[config.mk]
export PLATFORM = sky130hd
export DESIGN_NAME = radix_digit_converter
export DESIGN_NICKNAME = d
export VERILOG_FILES = /design/src/sv/rdc_pkg.sv /design/src/sv/radix_digit_converter.sv
export SDC_FILE = /design/constraint.sdc
export NUM_CORES = 1
export LEC_CHECK = 0
export ABC_AREA = 0
export BUFFER_PORTS_ARGS = -buffer_cell sky130_fd_sc_hd__buf_4
export CORE_ASPECT_RATIO = 1.4
export CORE_MARGIN = 1.5
export CORE_UTILIZATION = 30
export DETAILED_ROUTE_END_ITERATION = 10
export GPL_ROUTABILITY_DRIVEN = 0
export PLACE_DENSITY_LB_ADDON = 0.15
export SETUP_SLACK_MARGIN = 0.2
export SYNTH_ARGS = -nofsm -noshare
export SYNTH_HDL_FRONTEND = slang
export SYNTH_SLANG_ARGS = --single-unit
[constraint.sdc]
create_clock -name clk -period 7.9 [get_ports clk]
set_input_delay 0.395 -clock clk [delete_from_list [all_inputs] [get_ports clk]]
set_output_delay 0.395 -clock clk [all_outputs]
set_load 0.01 [all_outputs]
[src/sv/rdc_pkg.sv]
package rdc_pkg;

  // Width of the number and depth of the digit store
  localparam int NUMBER_WIDTH = 31;
  localparam int MAX_DIGITS   = 31;

  // Fixed field widths
  localparam int DIGIT_W = 6;
  localparam int OCOUNT_W = 5;

  // Internal counter widths
  localparam int COUNT_W = $clog2(MAX_DIGITS + 1);
  localparam int BIT_W   = $clog2(NUMBER_WIDTH);

  // Radix limits
  localparam logic [DIGIT_W-1:0] BASE_MIN = 6'd2;
  localparam logic [DIGIT_W-1:0] BASE_MAX = 6'd36;

  typedef enum logic [1:0] {
    ST_IDLE,
    ST_DIVIDE,
    ST_STORE,
    ST_EMIT
  } state_t;

  typedef logic [DIGIT_W-1:0] digit_t;

endpackage

[src/sv/radix_digit_converter.sv]
// Radix digit converter.
// Pulse start with number and base while busy is low; the item is taken at
// that edge and busy rises in the next cycle. base values below 2 act as 2,
// values above 36 act as 36.
// The number is divided by the base over and over in one shared
// shift-subtract divider, one quotient bit per cycle, and each remainder is
// then stored as a digit in a separate step. Digits are pushed into a shift
// line, least significant first, and then shifted back out so that the most
// significant digit leaves first.
// Results: valid is high for one cycle per digit, with digit, digit_count
// and is_last (set on the least significant digit). The first digit is on
// the outputs once the last division and its store are done; the D digits,
// D being the digit count, follow on consecutive cycles, and busy falls
// after the last one.
// The receiver cannot stall: each result is shown once for one cycle.
// A zero number gives the single digit 0.
// Reset (rst, synchronous) returns the block to idle at once and drops any
// item in progress; the digit store needs no clearing.
module radix_digit_converter (
  input  logic                              clk,
  input  logic                              rst,
  input  logic                              start,
  output logic                              busy,
  input  logic [rdc_pkg::NUMBER_WIDTH-1:0]  number,
  input  logic [rdc_pkg::DIGIT_W-1:0]       base,
  output logic                              valid,
  output logic [rdc_pkg::DIGIT_W-1:0]       digit,
  output logic [rdc_pkg::OCOUNT_W-1:0]      digit_count,
  output logic                              is_last
);
  import rdc_pkg::*;

  state_t                  state, state_next;
  logic [NUMBER_WIDTH-1:0] quot, quot_next;
  logic [DIGIT_W-1:0]      rem, rem_next;
  logic [DIGIT_W-1:0]      base_r, base_r_next;
  logic [BIT_W-1:0]        bit_cnt, bit_cnt_next;
  logic [COUNT_W-1:0]      count, count_next;
  logic [COUNT_W-1:0]      left, left_next;
  digit_t                  store [MAX_DIGITS];
  logic                    push, pop;

  // Shared divider step: shift in next dividend bit, subtract if it fits
  logic [DIGIT_W:0] trial;
  logic             fits;
  assign trial = {rem, quot[NUMBER_WIDTH-1]};
  assign fits  = (trial >= {1'b0, base_r});

  // Sequencer
  always_comb begin
    state_next   = state;
    quot_next    = quot;
    rem_next     = rem;
    base_r_next  = base_r;
    bit_cnt_next = bit_cnt;
    count_next   = count;
    left_next    = left;
    push         = 1'b0;
    pop          = 1'b0;
    case (state)
      ST_IDLE: begin
        if (start) begin
          quot_next    = number;
          rem_next     = '0;
          bit_cnt_next = '0;
          count_next   = '0;
          if (base < BASE_MIN) begin
            base_r_next = BASE_MIN;
          end else if (base > BASE_MAX) begin
            base_r_next = BASE_MAX;
          end else begin
            base_r_next = base;
          end
          state_next = ST_DIVIDE;
        end
      end
      ST_DIVIDE: begin
        quot_next = {quot[NUMBER_WIDTH-2:0], fits};
        rem_next  = fits ? DIGIT_W'(trial - {1'b0, base_r}) : trial[DIGIT_W-1:0];
        bit_cnt_next = bit_cnt + 1'b1;
        if (bit_cnt == BIT_W'(NUMBER_WIDTH - 1)) begin
          state_next = ST_STORE;
        end
      end
      ST_STORE: begin
        // rem holds the digit, quot the next dividend
        push = 1'b1;
        if (count != COUNT_W'(MAX_DIGITS)) begin
          count_next = count + 1'b1;
        end
        rem_next     = '0;
        bit_cnt_next = '0;
        if (quot == '0) begin
          left_next  = (count != COUNT_W'(MAX_DIGITS)) ? count + 1'b1 : count;
          state_next = ST_EMIT;
        end else begin
          state_next = ST_DIVIDE;
        end
      end
      ST_EMIT: begin
        pop       = 1'b1;
        left_next = left - 1'b1;
        if (left == COUNT_W'(1)) begin
          state_next = ST_IDLE;
        end
      end
      default: begin
        state_next = ST_IDLE;
      end
    endcase
  end

  // Control registers
  always_ff @(posedge clk) begin
    if (rst) begin
      state   <= ST_IDLE;
      quot    <= '0;
      count   <= '0;
      left    <= '0;
      bit_cnt <= '0;
    end else begin
      state   <= state_next;
      quot    <= quot_next;
      count   <= count_next;
      left    <= left_next;
      bit_cnt <= bit_cnt_next;
    end
  end

  // Datapath registers
  always_ff @(posedge clk) begin
    rem    <= rem_next;
    base_r <= base_r_next;
  end

  // Digit shift line: newest digit at the bottom, oldest falls off the top
  always_ff @(posedge clk) begin
    if (push) begin
      store[0] <= rem;
      for (int i = 1; i < MAX_DIGITS; i++) begin
        store[i] <= store[i-1];
      end
    end else if (pop) begin
      for (int i = 0; i < MAX_DIGITS - 1; i++) begin
        store[i] <= store[i+1];
      end
    end
  end

  // Outputs
  assign busy        = (state != ST_IDLE);
  assign valid       = (state == ST_EMIT);
  assign digit       = store[0];
  assign digit_count = OCOUNT_W'(count);
  assign is_last     = (state == ST_EMIT) && (left == COUNT_W'(1));

  // Checks
  a_valid_busy : assert property (@(posedge clk) disable iff (rst)
    valid |-> busy) else $error("result outside a conversion");
  a_last_ends : assert property (@(posedge clk) disable iff (rst)
    valid && is_last |=> !valid && !busy) else $error("run continues after last digit");
  a_take : assert property (@(posedge clk) disable iff (rst)
    start && !busy |=> busy && !valid) else $error("item not taken");
  a_digit_range : assert property (@(posedge clk) disable iff (rst)
    valid |-> digit < base_r) else $error("digit not below base");
  a_count_nz : assert property (@(posedge clk) disable iff (rst)
    valid |-> count != '0 && left <= count) else $error("bad digit count");

endmodule
==> results of run 1 <==
worst register-to-register path: stages, from the launching register on:
cell	delay, ns
dfxtp_4	0.71
buf_4	0.76
buf_4	0.99
metal layers:
metal / vias to the layer above / GRT usage / part of all wire
met5: - / 0 / 0
met4: 0 / 0.04026 / 0.022
met3: 32 / 0.01793 / 0.033
met2: 89 / 0.1710 / 0.47
met1: 3287 / 0.1535 / 0.48
li1: 3369 / - / -
final cells by class:
| cell class | count | area (sq um) |
|---|---|---|
| clock buffer | 35 | 714.4 |
| sequential | 246 | 6910 |
| clock inverter | 13 | 145.1 |
| multi-input combinational | 610 | 3770 |
| fill | 3585 | 23360 |
| timing repair buffer | 62 | 465.4 |
| inverter | 18 | 68.82 |
| tap | 462 | 578.1 |
cell families (layout without fill, tap and decap cells):
family          after synthesis  count (layout)  share of synthesized area
simple gates                394             394                     0.1494
flops                       246             246                     0.6281
mux                         113             113                     0.1150
compound gates               83              83                    0.05678
buf+inv                      77             128                    0.02958
fa+ha+maj                    14              14                    0.01638
xor+xnor                      6               6                   0.004780
stage by stage:
stage	setup slack, ns	utilization	area [sq um]
4_1_cts	4.670	0.3513	12650
5_1_grt	4.521	0.3513	12650
3_3_place_gp	4.964	0.3275	11790
2_1_floorplan	1.819	-	11000
3_5_place_dp	4.919	0.3275	11790
6_report	4.756	0.3513	12650
report_power, final:
part	switching, mW	total (mW)	internal [mW]
clock	0.508	1.24	0.732
combinational	0.191	0.335	0.144
sequential	0.0677	1.60	1.53
total	0.767	3.17	2.41
worst max-delay path by stage:
| stage | cells after the start | to | start |
|---|---|---|---|
| global placement | 2 | store[0][9] | state[1] |
| global route | 4 | valid | state[1] |
| finish | 4 | valid | state[1] |
| floorplan | 2 | store[0][0] | state[1] |
| detailed placement | 2 | store[0][7] | state[1] |
| CTS | 4 | valid | state[1] |
state kept, by name, indices dropped and copies added, names as in the netlist:
| name | flops |
|---|---|
| store | 186 |
| quot | 31 |
| base_r | 6 |
| rem | 6 |
| bit_cnt | 5 |
| digit_count | 5 |
| left | 5 |
| state | 2 |
synthesized netlist by cell type, types with 2 or more instances:
| cell type | instances | area [sq um] |
|---|---|---|
| nand2_1 | 290 | 1089 |
| edfxtp_1 | 198 | 5946 |
| mux2_2 | 107 | 1205 |
| nor2_1 | 53 | 198.9 |
| dfxtp_1 | 48 | 960.9 |
| a311oi_1 | 30 | 262.8 |
| clkbuf_1 | 29 | 108.9 |
| inv_1 | 17 | 63.81 |
| a21oi_1 | 14 | 70.07 |
| buf_1 | 13 | 48.80 |
| o21ai_0 | 13 | 65.06 |
| ha_1 | 12 | 150.1 |
| nand3_1 | 12 | 60.06 |
| buf_2 | 11 | 55.05 |
| nor3_1 | 8 | 40.04 |
| nor2b_1 | 7 | 43.79 |
| buf_4 | 6 | 45.04 |
| mux2i_1 | 6 | 60.06 |
| nand2b_1 | 5 | 31.28 |
| a211oi_1 | 4 | 30.03 |
| nor4_2 | 4 | 50.05 |
| a21o_1 | 3 | 22.52 |
| a31oi_1 | 3 | 18.77 |
| nor4_1 | 3 | 18.77 |
| o21a_1 | 3 | 22.52 |
| xnor2_1 | 3 | 26.28 |
| xor2_1 | 3 | 26.28 |
| and3_1 | 2 | 12.51 |
| nand4_1 | 2 | 12.51 |
| o221ai_1 | 2 | 17.52 |
==> impl_metrics.ini, run 1 <==
[sta]
drv_slew = 0
fin_worst_skew_ns = 0.01796
finalCriticalPeriod_ns = 3.144
holdWs_ns = 0.08757
rsz0062_at_grt = no
slew-limit-headroom = 0.2864
setup_viol = 0
fmax_ghz = 0.3181
worstMarginPinSlew_ns = 1.070
setup_tns_ns = 0
hold_viol_final = 0
fin_crit_sh = 0.3979

[synthesis]
avgSynthCellArea_sq_um = 11.79
synth-main-ff-cell = edfxtp_1
synth_enable_flop_cells = 198
synthesis.area_sq_um = 11000
ys_ff_latch = 246
ys_warn_count = 0
synth-async-reset-ratio = 0
synth_cell_type_count = 52
syn-num-nets = 986
syn_inst = 933
seq_area_frac_synth = 0.6281

[finish]
finalNonFillerCells = 1446
layout.cells.most_common = nand2_1
fin_nets = 1017
final_cell_mix = 290 x nand2_1, 198 x edfxtp_1, 107 x mux2_2, 62 x buf_4, 53 x nor2_1
diodes = 0
area_growth_pct = 15.05
drive_gt1_frac = 0.2276

[floorplanning]
start_util = 0.3054
core_area_sq_um = 36010
rows = 82
die_width_um = 164.8
fp.dieH_um = 229.5
ioPinCount = 54
dieArea_sq_um = 37830

[cts]
cts_resized = 0
cts_sinks = 246
clkLatencyLatePin_ns = 0.54
numCtsBuffers = 26
postCtsSetupBuffers = 0
postCtsHoldBufs = 0
htree_levels = 1
cts_tree = yes
cts_root_buf = clkbuf_16
path_clk_slew_ns = 0.06
clockBufferDepth = 3

[worst_setup_path]
r2r-start = state[1]
worstPathArrival_ns = 2.75
crit_path_frequent_cell = buf_4
critPathLaunchType = register
rrSetupSlack_ns = 4.99
cp_top_family = buffers and inverters
criticalPathCategory = reg2out
path_buf_inv = 3
worstRegToRegCells = 2
crit_required_ns = 7.51
end_kind = primary output
crit_fanout = 78
path_cells = nand2_1 -> clkinv_2 -> buf_4 -> buf_4
rr_endpoint = store[2][11]
max_stage_delay_ns = 0.76
slowest_stage = buf_4

[hold_path]
holdPathStages = 1
min_from = base[5]
worstHoldEndpoint = base_r[5]
hp-class = in2reg

[detailed_routing]
routed_wl_um = 20570
vias = 6777
postRouteAntennaNets = 0
wire_per_inst_um = 14.22
drt_iter0_drc = 450
viasPerCell = 4.687
drc = 0
drt_first_pass_iters = 6

[global_routing]
grt-ovfl-total = 0
antenna_found_initial = 0
grt_max_degree = 84
grt_pass1_vias = 6686
grt_usage = 0.1100
grt_pass1_wl_um = 34420

[power]
leakage_nw = 4.686
power_mw = 3.172
power.density_nw_per_um2 = 250.7
ir_drop_mv = 0.1413

[placement]
hpwlAfterDp_um = 12130
dpl.cell_count = 1398
port_buffers = 53

[job]
max-cap-violations = 0

[run_status]
status = finished, final reports clean
(Power assumes the default switching activity.)
==> run 2, diff against run 1 <==
==> constraint.sdc (replaced) <==
create_clock -name clk -period 2.83 [get_ports clk]
set_input_delay 0.1415 -clock clk [delete_from_list [all_inputs] [get_ports clk]]
set_output_delay 0.1415 -clock clk [all_outputs]
set_load 0.01 [all_outputs]
==> impl_metrics.ini, run 2 (synthesis gave the netlist of run 1 again) <==
[run_status]
status = finished, final reports clean

[worst_setup_path]
critPathLaunchType = register
crit_required_ns = 2.69
criticalPathCategory = reg2out
worstPathArrival_ns = 2.19
crit_fanout = 31
end_kind = primary output

[placement]
dp_slack_ns = 0.7490
dpl_cell_area_sq_um = 11890
hpwlAfterDp_um = 12820
port_buffers = 53

[power]
power_mw = 8.728
power.density_nw_per_um2 = 667.2
ir_drop_mv = 0.3904
leakage_nw = 4.862

[cts]
path_clk_slew_ns = 0.06
cts_root_buf = clkbuf_16
cts_resized = 0
htree_levels = 1
cts_sinks = 246
postCtsSetupBuffers = 0
numCtsBuffers = 27
cts_tree = yes
clockBufferDepth = 3
clkLatencyLatePin_ns = 0.54

[sta]
slew-limit-headroom = 0.3554
fin_worst_skew_ns = 0.01375
rsz0062_at_grt = no
setup_tns_ns = 0
fin_crit_sh = 0.8231
hold_viol_final = 0
finalCriticalPeriod_ns = 2.329
setup_viol = 0
fmax_ghz = 0.4293
drv_slew = 0
setup_ws_ns = 0.5006
holdWs_ns = 0.06602
worstMarginPinSlew_ns = 0.9669

[detailed_routing]
routed_wl_um = 21250
drt_first_pass_iters = 4
viasPerCell = 4.679
wire_per_inst_um = 14.25
vias = 6977
postRouteAntennaNets = 0
drc = 0
drt_iter0_drc = 405

[floorplanning]
ioPinCount = 54
fp.dieH_um = 229.5
core_area_sq_um = 36010
rows = 82
dieArea_sq_um = 37830
die_width_um = 164.8
start_util = 0.3054

[finish]
largest_register_ff_count = 186
final_cell_mix = 290 x nand2_1, 198 x edfxtp_1, 107 x mux2_2, 64 x buf_4, 53 x nor2_1
area_growth_pct = 18.96
drive_gt1_frac = 0.2196
diodes = 0
multi_input_area_sq_um = 3770
layout.cells.most_common = nand2_1
final_area_sq_um = 13080
fin_nets = 1064
largestRegisters = store (186), quot (31)
num-fill-cells = 3521
regArea_sq_um = 6910
largest-register = store

[global_routing]
grt_usage = 0.1156
antenna_found_initial = 0
grt_max_degree = 111
grt_pass1_wl_um = 36020
grt_pass1_vias = 7151
grt-ovfl-total = 0

[job]
max-cap-violations = 0

[hold_path]
hp-class = in2reg
-- run 2: cell count changes in the layout (fill, tap and decap cells not counted), moves of 2 or more --
cell and delta:
dlygate4sd3_1 +40, clkbuf_1 +2, buf_4 +2, bufinv_16 -2, clkbuf_8 -3, buf_12 +4
-- run 2: path summary, 6_finish.rpt --
check,cells past startpoint,from,slack [ns],end
setup / recovery,4,state[0],0.50,is_last
hold / removal,2,rst,0.07,digit_count[4]
setup reg to reg,6,rem[2],0.70,rem[0]
hold reg to reg,0,store[14][10],0.45,store[15][4]
-- run 2: report_power, final --
group          internal (mW)  switching [mW]  leakage (nW)  total, mW
registers               4.27           0.166          2.24       4.44
logic                  0.455           0.576          2.23       1.03
clock network           1.84            1.42         0.388       3.26
-- run 2: layout make-up --
class,count,share of cell area
sequential,246,0.5283
clock inverter,12,0.006695
inverter,18,0.005261
clock buffer,35,0.05395
multi-input combinational,610,0.2882
tap,462,0.04419
timing repair buffer,108,0.07346
-- run 2: routing by layer --
metal  vias up  global-route usage  share of wire
li1       3457                   -              -
met1      3399              0.1485           0.46
met2        86              0.1950           0.49
met3        35             0.01793          0.029
met4         0             0.04167          0.027
met5         -                   0              0
-- run 2: per-stage QoR --
stage / std cells / utilization
floorplan: 933 / -
global placement: 1404 / 0.3301
detailed placement: 1404 / 0.3301
CTS: 1491 / 0.3632
global route: 1491 / 0.3632
finish: 1491 / 0.3632
-- run 2: critical path, stage by stage, from the launching register on --
cell and delay [ns]:
dfxtp_1 0.53, nand2_1 0.14, buf_4 0.30, nor4_1 0.47
buf_4 0.21
-- run 2: repair_timing --
item                                    CTS  global route
hold buffers                             40             0
endpoints found under the setup margin    0             0
hold endpoints to repair                 39             0
